===== src/hdl/hsvrgb_pkg.sv =====
// Package for the HSV to RGB converter: item types, sector codes and the
// fixed-point constants of the channel scaling. No dependencies.
`timescale 1ns / 1ps

package hsvrgb_pkg;

  localparam int HueW   = 9;
  localparam int PctW   = 7;
  localparam int ChanW  = 8;
  localparam int FracW  = 6;
  localparam int KW     = 13;
  localparam int ProdW  = 20;
  localparam int BiasW  = 24;
  localparam int QuotW  = 18;
  localparam int RecipW = QuotW + 19;
  localparam int NumStages = 6;

  localparam logic [HueW-1:0]  HueWrap   = 9'd360;
  localparam logic [PctW-1:0]  PctMax    = 7'd100;
  localparam logic [FracW-1:0] SectorDeg = 6'd60;
  localparam logic [KW-1:0]    FullScale = 13'd6000;
  localparam logic [BiasW-1:0] ChanMul   = 24'd17;
  localparam logic [BiasW-1:0] RoundBias = 24'd20000;
  localparam int               BiasShift = 6;
  localparam logic [RecipW-1:0] RecipMul = 37'd429497;
  localparam int               RecipShift = 28;
  localparam logic [ChanW:0]   ChanMax   = 9'd255;

  typedef enum logic [2:0] {
    SecRedYellow     = 3'd0,
    SecYellowGreen   = 3'd1,
    SecGreenCyan     = 3'd2,
    SecCyanBlue      = 3'd3,
    SecBlueMagenta   = 3'd4,
    SecMagentaRed    = 3'd5
  } sector_t;

  typedef logic [NumStages-1:0] stage_en_t;

  typedef struct packed {
    logic [HueW-1:0] hue_deg;
    logic [PctW-1:0] sat_pct;
    logic [PctW-1:0] val_pct;
  } hsv_in_t;

  typedef struct packed {
    logic [ChanW-1:0] red_out;
    logic [ChanW-1:0] green_out;
    logic [ChanW-1:0] blue_out;
  } rgb_out_t;

endpackage


===== src/hdl/hsvrgb_front.sv =====
// First two pipeline stages: input clamping, sector decode and the three
// level factors p, q and t. Depends on hsvrgb_pkg.
`timescale 1ns / 1ps

module hsvrgb_front import hsvrgb_pkg::*; (
  input  logic             clk,
  input  stage_en_t        en,
  input  hsv_in_t          in_data,
  output sector_t          sector,
  output logic [PctW-1:0]  val,
  output logic [KW-1:0]    kp,
  output logic [KW-1:0]    kq,
  output logic [KW-1:0]    kt
);

  logic [HueW-1:0]  hue_c;
  logic [PctW-1:0]  sat_c, val_c;
  sector_t          sec_c;
  logic [HueW-1:0]  base_c;

  sector_t          sec0_r, sec0_nxt;
  logic [FracW-1:0] frac0_r, frac0_nxt;
  logic [PctW-1:0]  sat0_r, val0_r;

  sector_t          sec1_r;
  logic [PctW-1:0]  val1_r;
  logic [KW-1:0]    kp1_r, kp1_nxt, kq1_r, kq1_nxt, kt1_r, kt1_nxt;

  always_comb begin
    hue_c = (in_data.hue_deg >= HueWrap) ? '0 : in_data.hue_deg;
    sat_c = (in_data.sat_pct > PctMax) ? PctMax : in_data.sat_pct;
    val_c = (in_data.val_pct > PctMax) ? PctMax : in_data.val_pct;
    priority if (hue_c >= 9'd300) begin
      sec_c = SecMagentaRed;
      base_c = 9'd300;
    end else if (hue_c >= 9'd240) begin
      sec_c = SecBlueMagenta;
      base_c = 9'd240;
    end else if (hue_c >= 9'd180) begin
      sec_c = SecCyanBlue;
      base_c = 9'd180;
    end else if (hue_c >= 9'd120) begin
      sec_c = SecGreenCyan;
      base_c = 9'd120;
    end else if (hue_c >= 9'd60) begin
      sec_c = SecYellowGreen;
      base_c = 9'd60;
    end else begin
      sec_c = SecRedYellow;
      base_c = 9'd0;
    end
    sec0_nxt  = sec_c;
    frac0_nxt = FracW'(hue_c - base_c);
  end

  always_comb begin
    kp1_nxt = FullScale - KW'(KW'(SectorDeg) * KW'(sat0_r));
    kq1_nxt = FullScale - KW'(KW'(frac0_r) * KW'(sat0_r));
    kt1_nxt = FullScale - KW'(KW'(SectorDeg - frac0_r) * KW'(sat0_r));
  end

  always_ff @(posedge clk) begin
    if (en[0]) begin
      sec0_r  <= sec0_nxt;
      frac0_r <= frac0_nxt;
      sat0_r  <= sat_c;
      val0_r  <= val_c;
    end
    if (en[1]) begin
      sec1_r <= sec0_r;
      val1_r <= val0_r;
      kp1_r  <= kp1_nxt;
      kq1_r  <= kq1_nxt;
      kt1_r  <= kt1_nxt;
    end
  end

  assign sector = sec1_r;
  assign val    = val1_r;
  assign kp     = kp1_r;
  assign kq     = kq1_r;
  assign kt     = kt1_r;

endmodule


===== src/hdl/hsvrgb_scale.sv =====
// Three-stage channel scaler: round_half_up(v * k * 255 / 600000), done as
// a product, a biased scale and a reciprocal multiply. Depends on hsvrgb_pkg.
`timescale 1ns / 1ps

module hsvrgb_scale import hsvrgb_pkg::*; (
  input  logic              clk,
  input  stage_en_t         en,
  input  logic [PctW-1:0]   val,
  input  logic [KW-1:0]     k,
  output logic [ChanW-1:0]  chan
);

  logic [ProdW-1:0]  prod_r, prod_nxt;
  logic [QuotW-1:0]  quot_r, quot_nxt;
  logic [ChanW-1:0]  chan_r, chan_nxt;
  logic [BiasW-1:0]  biased;
  logic [RecipW-1:0] recip;
  logic [ChanW:0]    q_raw;

  always_comb begin
    prod_nxt = ProdW'(ProdW'(val) * ProdW'(k));
    biased   = BiasW'(BiasW'(prod_r) * ChanMul) + RoundBias;
    quot_nxt = biased[BiasShift +: QuotW];
    recip    = RecipW'(quot_r) * RecipMul;
    q_raw    = recip[RecipShift +: ChanW + 1];
    chan_nxt = (q_raw > ChanMax) ? ChanMax[ChanW-1:0] : q_raw[ChanW-1:0];
  end

  always_ff @(posedge clk) begin
    if (en[2]) begin
      prod_r <= prod_nxt;
    end
    if (en[3]) begin
      quot_r <= quot_nxt;
    end
    if (en[4]) begin
      chan_r <= chan_nxt;
    end
  end

  assign chan = chan_r;

endmodule


===== src/hdl/hsv_to_rgb_converter_unit.sv =====
// Top level of the HSV to RGB converter: valid bits, stall control, channel
// selection by sector. Uses hsvrgb_pkg, hsvrgb_front and hsvrgb_scale.
`timescale 1ns / 1ps

// The input channel takes one item (hue in degrees, saturation and value in
// percent) on in_valid and in_ready; the output channel delivers one item
// (8-bit red, green and blue) on out_valid and out_ready for every input.
// The block is a six-stage pipeline: a new item can be accepted in every
// cycle while the output is not stalled.
// The depth is set by the two multiplies of the channel scaler and the
// reciprocal divide by 625, each with its own register stage.
// Each stage holds its item until the next one is free, so a stall at the
// output fills empty stages first and then drops in_ready; no item is lost
// or repeated. Synchronous reset empties all stages and clears out_valid.

module hsv_to_rgb_converter_unit import hsvrgb_pkg::*; (
  input  logic     clk,
  input  logic     rst_n,
  input  logic     in_valid,
  output logic     in_ready,
  input  hsv_in_t  in_data,
  output logic     out_valid,
  input  logic     out_ready,
  output rgb_out_t out_data
);

  logic [NumStages-1:0] vld_r;
  logic [NumStages:0]   rdy;
  stage_en_t            en;

  sector_t          sec1;
  logic [PctW-1:0]  val1;
  logic [KW-1:0]    kp1, kq1, kt1;
  logic [ChanW-1:0] cv, cp, cq, ct;
  sector_t          sec2_r, sec3_r, sec4_r;
  rgb_out_t         out_r, out_nxt;

  always_comb begin
    rdy[NumStages] = out_ready;
    for (int i = NumStages - 1; i >= 0; i--) begin
      rdy[i] = !vld_r[i] || rdy[i+1];
    end
    en = rdy[NumStages-1:0];
  end

  always_ff @(posedge clk) begin
    if (!rst_n) begin
      vld_r <= '0;
    end else begin
      for (int i = 0; i < NumStages; i++) begin
        if (rdy[i]) begin
          vld_r[i] <= (i == 0) ? in_valid : vld_r[(i == 0) ? 0 : i - 1];
        end
      end
    end
  end

  hsvrgb_front u_front (
    .clk     (clk),
    .en      (en),
    .in_data (in_data),
    .sector  (sec1),
    .val     (val1),
    .kp      (kp1),
    .kq      (kq1),
    .kt      (kt1)
  );

  hsvrgb_scale u_scale_v (.clk(clk), .en(en), .val(val1), .k(FullScale), .chan(cv));
  hsvrgb_scale u_scale_p (.clk(clk), .en(en), .val(val1), .k(kp1), .chan(cp));
  hsvrgb_scale u_scale_q (.clk(clk), .en(en), .val(val1), .k(kq1), .chan(cq));
  hsvrgb_scale u_scale_t (.clk(clk), .en(en), .val(val1), .k(kt1), .chan(ct));

  always_comb begin
    unique case (sec4_r)
      SecRedYellow:   out_nxt = '{red_out: cv, green_out: ct, blue_out: cp};
      SecYellowGreen: out_nxt = '{red_out: cq, green_out: cv, blue_out: cp};
      SecGreenCyan:   out_nxt = '{red_out: cp, green_out: cv, blue_out: ct};
      SecCyanBlue:    out_nxt = '{red_out: cp, green_out: cq, blue_out: cv};
      SecBlueMagenta: out_nxt = '{red_out: ct, green_out: cp, blue_out: cv};
      default:        out_nxt = '{red_out: cv, green_out: cp, blue_out: cq};
    endcase
  end

  always_ff @(posedge clk) begin
    if (en[2]) begin
      sec2_r <= sec1;
    end
    if (en[3]) begin
      sec3_r <= sec2_r;
    end
    if (en[4]) begin
      sec4_r <= sec3_r;
    end
    if (en[5]) begin
      out_r <= out_nxt;
    end
  end

  assign in_ready  = rdy[0];
  assign out_valid = vld_r[NumStages-1];
  assign out_data  = out_r;

endmodule

===== config.mk =====
export PLATFORM = sky130hd
export DESIGN_NAME = hsv_to_rgb_converter_unit
export DESIGN_NICKNAME = d
export VERILOG_FILES = /design/src/hdl/hsvrgb_pkg.sv /design/src/hdl/hsvrgb_front.sv /design/src/hdl/hsvrgb_scale.sv /design/src/hdl/hsv_to_rgb_converter_unit.sv
export SDC_FILE = /design/constraint.sdc
export NUM_CORES = 2
export LEC_CHECK = 0
export BUFFER_PORTS_ARGS = -buffer_cell sky130_fd_sc_hd__clkbuf_2
export CAP_MARGIN = 40
export CORE_MARGIN = 10
export CORE_UTILIZATION = 28
export CTS_BUF_LIST = sky130_fd_sc_hd__clkbuf_8 sky130_fd_sc_hd__clkbuf_16
export DETAILED_ROUTE_END_ITERATION = 7
export GPL_ROUTABILITY_DRIVEN = 0
export PLACE_DENSITY = 0.54
export SETUP_SLACK_MARGIN = 0.2
export SLEW_MARGIN = 0
export SYNTH_ARGS = -nofsm -noshare
export SYNTH_HDL_FRONTEND = slang
export SYNTH_SLANG_ARGS = --single-unit

===== constraint.sdc =====
create_clock -name clk -period 13.4 [get_ports clk]
set_input_delay 1.34 -clock clk [delete_from_list [all_inputs] [get_ports clk]]
set_output_delay 1.34 -clock clk [all_outputs]
set_load 0.02 [all_outputs]

; ---- After elaboration in Yosys (flattened, before gate mapping)
; Index checks and enable logic that the tools add are counted.
[word_totals]
inputBits = 27
out_inout_bits = 26
word_cells = 99
reg_bits = 291
[classes]
n_reduce_logical = 14
multipliers = 15
eq_ne = 4
n_addsub = 9
n_mux = 11
magnitude_cmp = 12
[op_table]
columns = operator, count
row1 = 18-bit by 19-bit multiplier with 37-bit output (second input constant), 4
row2 = 24-bit case mux with 5 select lines, 1
row3 = 24-bit by 15-bit adder with 24-bit output (second input constant), 4
row4 = 20-bit by 5-bit multiplier with 24-bit output (second input constant), 3
row5 = 7-bit by 13-bit multiplier with 20-bit output, 3
row6 = 13-bit subtractor (first input constant), 3
row7 = 9-bit by 8-bit greater-than comparator with 1-bit output (second input constant), 4
row8 = 6-bit two-way mux, 5
row9 = 16-bit by 5-bit multiplier with 20-bit output (second input constant), 1
row10 = 9-bit by 8-bit greater-or-equal comparator with 1-bit output (second input constant), 2
row11 = 9-bit greater-or-equal comparator (second input constant), 2
row12 = 7-bit by 9-bit multiplier with 16-bit output (second input constant), 1
row13 = 7-bit greater-than comparator (second input constant), 2
row14 = 13-bit by 7-bit multiplier with 13-bit output, 1
row15 = 6-bit by 7-bit multiplier with 13-bit output, 1
row16 = 4-bit by 7-bit multiplier with 11-bit output (first input constant), 1
row17 = 9-bit by 6-bit greater-or-equal comparator with 1-bit output (second input constant), 1
row18 = 9-bit by 7-bit greater-or-equal comparator with 1-bit output (second input constant), 1
row19 = 9-bit two-way mux, 1
row20 = 6-bit by 6-bit subtractor with 7-bit output (first input constant), 1
row21 = 3-bit by 2-bit == test with 1-bit output (second input constant), 2
row22 = 1-bit zero test, 6
row23 = 1-bit logical OR, 6
row24 = 3-bit two-way mux, 2
row25 = other kinds (6), 7

; ---- Depth between registers and ports, before layout
[logic_depth]
word_depth = 9
ltp_mapped = 22
depth_no_buf = 22

; ---- Cells and area by module
; Synthesis repeated with hierarchy kept, for this count alone.
[unflattened]
cells_unflattened = 5262
area_unflattened_um2 = 53486.3
[modules_own_cells]
columns = mod, cells_each, area_each_um2, n_inst
row1 = hsvrgb_scale (u_scale_q), 1166, 11468.5, 1
row2 = hsvrgb_scale (u_scale_t), 1122, 11258.3, 1
row3 = hsvrgb_scale (u_scale_p), 1087, 11075.6, 1
row4 = hsvrgb_scale (u_scale_v), 1092, 11068.1, 1
row5 = hsvrgb_front, 605, 6397.4, 1
row6 = hsv_to_rgb_converter_unit, 190, 2218.4, 1

; ---- Worst setup path before layout
; OpenSTA, ideal clock, no wires.
[synth_path]
path_type = register to register
startpoint = register u_scale_t.quot_r[9]
endpoint = register u_scale_t.chan_r[7] (netlist: u_scale_t.chan[7]), data pin
t_arrival_ns = 5.768
path_buffers = 0
synth_period_minus_slack_ns = 6.040
stages_incl_launch_ff = 21
setup_ns = 0.272
slack_ns = 7.360
cell_sequence = edfxtp_1 > ha_1 > inv_1 > fa_1 > inv_1 > fa_1 > fa_1 > fa_1 > inv_1 > fa_1 > inv_1 > ha_1 > and3_1 > a22o_1 > a2111oi_2 > o21ai_0 > o21ai_2 > o211ai_1 > or2_1 > a2111oi_0 > a31oi_1
[synth_via]
elab_chain_cells = 2
[synth_lines]
columns = item, line_no
row1 = start: declaration, hsvrgb_scale.sv:14  ; logic [QuotW-1:0] quot_r, quot_nxt;
row2 = start signal: assignment, hsvrgb_scale.sv:34  ; quot_r <= quot_nxt;
row3 = 18-bit by 19-bit multiplier with 37-bit output (*), hsvrgb_scale.sv:24  ; recip = RecipW'(quot_r) * RecipMul;
row4 = 9-bit by 8-bit greater-than comparator with 1-bit output, hsvrgb_scale.sv:26  ; chan_nxt = (q_raw > ChanMax) ? ChanMax[ChanW-1:0] : q_raw[ChanW-1:0];
row5 = end signal: assignment, hsvrgb_scale.sv:37  ; chan_r <= chan_nxt;
row6 = end: declaration, hsvrgb_scale.sv:15  ; logic [ChanW-1:0] chan_r, chan_nxt;
; Every way passes the cells marked *; elsewhere a longest branch is shown, timed or not.
; A chain may end at the register's enable or synchronous reset.

; ---- Final worst setup path
[layout_path]
startpoint = register u_scale_p.quot_r[5]
endpoint = register u_scale_p.chan_r[0] (netlist: u_scale_p.chan[0]), data pin
[layout_via]
elab_chain_cells = 2
[layout_lines]
columns = item, line_no
row1 = start: declaration, hsvrgb_scale.sv:14
row2 = start signal: assignment, hsvrgb_scale.sv:34
row3 = 18-bit by 19-bit multiplier with 37-bit output (*), hsvrgb_scale.sv:24
row4 = 9-bit by 8-bit greater-than comparator with 1-bit output, hsvrgb_scale.sv:26
row5 = end signal: assignment, hsvrgb_scale.sv:37
row6 = end: declaration, hsvrgb_scale.sv:15
; Marks and branches as above.

==> qor_table.md <==
| Metric | This run |
| --- | --- |
| Run status | finished, final reports clean |
| Library cell occupying the most area in the post-synthesis netlist | sky130_fd_sc_hd__fa_1 |
| Effective utilization at floorplan | 28.1% |
| Fraction of the mapped netlist area in compound gates | 6.24% |
| Total overflow reported by the global router | 0 |
| FMAX | 153 MHz |
| Stage delay of the slowest cell on the critical path | 0.55 ns |
| Number of placed I/O pins | 53 |
| Synth Area per Inst | 10.4 sq um |
| Global-route wire length before repair | 184 mm |
| Detail Placement HPWL | 95.1 mm |
| Ratio of final minimum period to clock period | 48.8% |
| Placed Instance Area | 53400 sq um |
| Largest family of logic cells by synthesized area | adder cells |
| R2R cell count | 20 |
| IO buf count | 52 |
| Met3 WL | 3.17 mm |
| Hold Path Class | flop to flop |
| Top metal layer carrying routed signals | met4 |
| Unrepaired setup endpoints after global routing | no |
| Clock insertion delay at the later pin of the skew report | 0.62 ns |
| Total Nets Final | 6647 |
| Synthesized netlist net count | 6593 |
| Count of unique library cells instantiated by Yosys | 79 |
| Met1 layer wirelength in the final routing | 53.3 mm |
| Async SR Flop Fraction | 0% |
| Largest cells by area after synthesis | sky130_fd_sc_hd__fa_1 (31%), sky130_fd_sc_hd__ha_1 (24%), sky130_fd_sc_hd__edfxtp_1 (17%) |
| Final std cell area, no fill | 54700 sq um |
| DRT Pass-1 Iters | 5 |
| Post-synth EDFFs | 279 |
| Number of buffers and inverters on the critical path | 4 |
| Setup_tns | 0 ns |
| Final ANT Viol Nets | 0 |
| Simple logic cell fraction of the synthesized area | 8.07% |
| Share of final-layout standard cells stronger than drive strength 1 | 3.91% |
| Remaining max-slew budget at the tightest pin | 38.6% |
| Largest driver fanout on the critical path | 6 |
| Horizontal die dimension | 443 um |
| Worst Clk Skew | 0.0542 ns |
| Most frequent cell on the critical path | sky130_fd_sc_hd__fa_1 |
| Total of hold buffers inserted after clock tree synthesis | 0 |
| Worst hold endpoint | sec3_r[2]$_DFFE_PP_ |
| TritonCTS buffer count | 39 |
| Count of final max-slew check failures | 0 |
| Required time at the endpoint of the critical path | 13.74 ns |
| Total track usage | 11.3% |
| Synth Flop Type | sky130_fd_sc_hd__edfxtp_1 |
| Master of the slowest instance on the critical path | sky130_fd_sc_hd__fa_1 |
| Pin count of the biggest net entering global routing | 59 |
| Final hold violations | 0 |
| Final-report setup violation count | 0 |
| Crit Reg-Reg Endpoint | u_scale_p.chan[0]$_SDFFCE_PN1P_ |
| Hold Path Origin | sec2_r[2]$_DFFE_PP_ |
| Clock transition time at the flip-flop clock pins of the worst setup and hold paths | 0.07 ns |
| Cell depth of the worst min-delay path | 0 |
| Synthesis-to-finish area growth | 9.09% |
| Most frequently used cell type in the post-synthesis netlist | sky130_fd_sc_hd__inv_1 |
| Depth of the CTS H-tree | 2 |
| Core Footprint | 178000 sq um |
| Placement Rows | 155 |
| Synthesized-area fraction occupied by xor and xnor cells | 3.81% |
| Root buffer cell | sky130_fd_sc_hd__clkbuf_16 |
| Number of sinks on the clock net | 285 |
| Number of flip-flops and latches in the synthesized netlist | 285 |
| Initial drt markers | 1290 |
| Worst-Margin Slew | 0.897 ns |
| Most frequent cells after synthesis | sky130_fd_sc_hd__inv_1 (1198), sky130_fd_sc_hd__ha_1 (966), sky130_fd_sc_hd__fa_1 (769) |
| Via Count | 31700 |
| Met2 WL | 50.9 mm |
| Critical path arrival | 6.88 ns |
| Antenna violations before repair | 3 |
| Part of the Yosys area used for sequential elements | 16.9% |
| Number of maximum-capacitance constraint violations | 0 |
| Sum of routed wire length over all layers | 110 mm |
| Post-CTS resize count | 0 |
| Synthesized cell area | 50200 sq um |
| Startpoint Class | flop |
| Share of Yosys cell area claimed by the top area cell type | 30.7% |
| Ratio of routed vias to standard cells | 4.36 |
| Critical setup path kind | flop to flop |
| Die footprint | 196000 sq um |
| Warning count from the yosys run | 0 |
| Gate count after technology mapping | 4831 |
| Number of remaining DRC errors | 0 |
| TritonCTS clock tree | done |
| Number of buffers on the longest clock path | 3 |
| Average wire per cell in the routed design | 15.2 um |
| Fraction of the mapped netlist area in adder cells | 54.8% |
| Kind of capture point of the worst setup path | flop |
| FF-to-FF Start | u_scale_p.quot_r[5]$_DFFE_PP_ |
| Die extent in y | 443 um |
| Mux cell area share after synthesis | 0.741% |
| Kind of cell adding the most delay to the critical path | adder cells |
| Cell-by-cell listing of the critical path | ha_1 -> inv_1 -> fa_1 -> inv_1 -> fa_1 -> fa_1 -> inv_1 -> fa_1 -> fa_1 -> inv_1 -> ha_1 -> and2_1 -> a221oi_1 -> o21ai_0 -> o41ai_2 -> a211oi_2 -> a2111oi_2 -> or3_1 -> nand3_1 -> o21bai_1 |
| Fin crit period | 6.54 ns |
| Number of global-route vias before repair | 34700 |
| Number of buffers inserted to repair setup after CTS | 0 |
| Worst reg-to-reg setup slack | 6.86 ns |
-- cell usage in the layout, fill, tap and decap left out, drive strengths merged, types with 12 or more instances in the layout --
cell type | netlist | routed
o21a | 33 | 33
a21o | 50 | 50
nand2b | 19 | 19
o21bai | 24 | 24
o211ai | 12 | 12
ha | 966 | 966
buf | 8 | 21
edfxtp | 279 | 279
xor2 | 73 | 73
fa | 769 | 769
xnor2 | 145 | 145
mux2i | 27 | 27
nand2 | 287 | 287
a21oi | 147 | 147
inv | 1198 | 1206
and3 | 27 | 27
a2111oi | 14 | 14
or2 | 24 | 24
clkbuf | 52 | 92
nor3b | 13 | 13
nor2b | 29 | 29
nand4 | 17 | 17
o21ai | 77 | 77
nor2 | 147 | 147
a31oi | 14 | 14
clkinv | 0 | 13
nor3 | 48 | 48
nand3 | 50 | 50
and2 | 139 | 139
-- per-stage QoR --
stage	setup slack, ns	hold slack, ns	cells	util, %
after CTS	6.79	0.414	7270	30.7
final	6.86	0.415	7272	30.7
after global placement	6.84	0.404	7193	29.9
after detailed placement	6.80	0.405	7199	29.9
after global routing	6.37	0.415	7271	30.7
after floorplan	7.36	0.400	4831	-
-- worst max-delay path by stage --
stage / start / to / slack, ns / depth (start not counted)
floorplan: u_scale_t.quot_r[9]$_DFFE_PP_ / u_scale_t.chan[7]$_SDFFCE_PN1P_ / 7.36 / 20
global placement: u_scale_q.quot_r[10]$_DFFE_PP_ / u_scale_q.chan[2]$_SDFFCE_PN1P_ / 6.84 / 20
detailed placement: u_scale_q.quot_r[10]$_DFFE_PP_ / u_scale_q.chan[2]$_SDFFCE_PN1P_ / 6.80 / 20
CTS: u_scale_p.quot_r[5]$_DFFE_PP_ / u_scale_p.chan[0]$_SDFFCE_PN1P_ / 6.79 / 20
global route: u_scale_p.quot_r[5]$_DFFE_PP_ / u_scale_p.chan[1]$_SDFFCE_PN1P_ / 6.37 / 20
finish: u_scale_p.quot_r[5]$_DFFE_PP_ / u_scale_p.chan[0]$_SDFFCE_PN1P_ / 6.86 / 20
-- layout make-up --
cell class,instances,area [sq um]
Antenna cell,2,5.00
Clock buffer,40,1000
Clock inverter,31,340
Fill cell,18200,124000
Inverter,1198,4500
Multi-Input combinational cell,3288,36900
Sequential cell,285,8500
Tap cell,2355,2950
Timing Repair Buffer,73,488
-- routing by layer --
| layer | track usage [%] | up-vias |
|---|---|---|
| met1 | 15.6 | 15600 |
| met3 | 1.24 | 136 |
| met2 | 18.9 | 396 |
| li1 | - | 15600 |
| met5 | 0 | - |
| met4 | 3.10 | 0 |
-- registers in the layout (all words and copies together), names as in the netlist, 16 cells and up --
signal / flops
u_scale_p.prod_r: 18
out_data: 24
u_scale_v.quot_r: 18
u_scale_t.prod_r: 19
u_scale_q.quot_r: 18
u_scale_q.prod_r: 20
u_scale_v.prod_r: 16
u_scale_t.quot_r: 18
u_scale_p.quot_r: 18
-- kinds of logic (layout without fill, tap and decap cells) --
logic type | after synthesis | after routing
AOI/OAI and AO/OA | 469 | 469
xor gates and xnor gates | 218 | 218
and+or+nand+nor | 830 | 830
other | 0 | 2
buffers and inverters | 1258 | 1342
muxes | 36 | 36
adders and majority gates | 1735 | 1735
DFF | 285 | 285
Power is not shown: default switching activity piles up to over one toggle a cycle in this logic, so the estimate is an artifact.
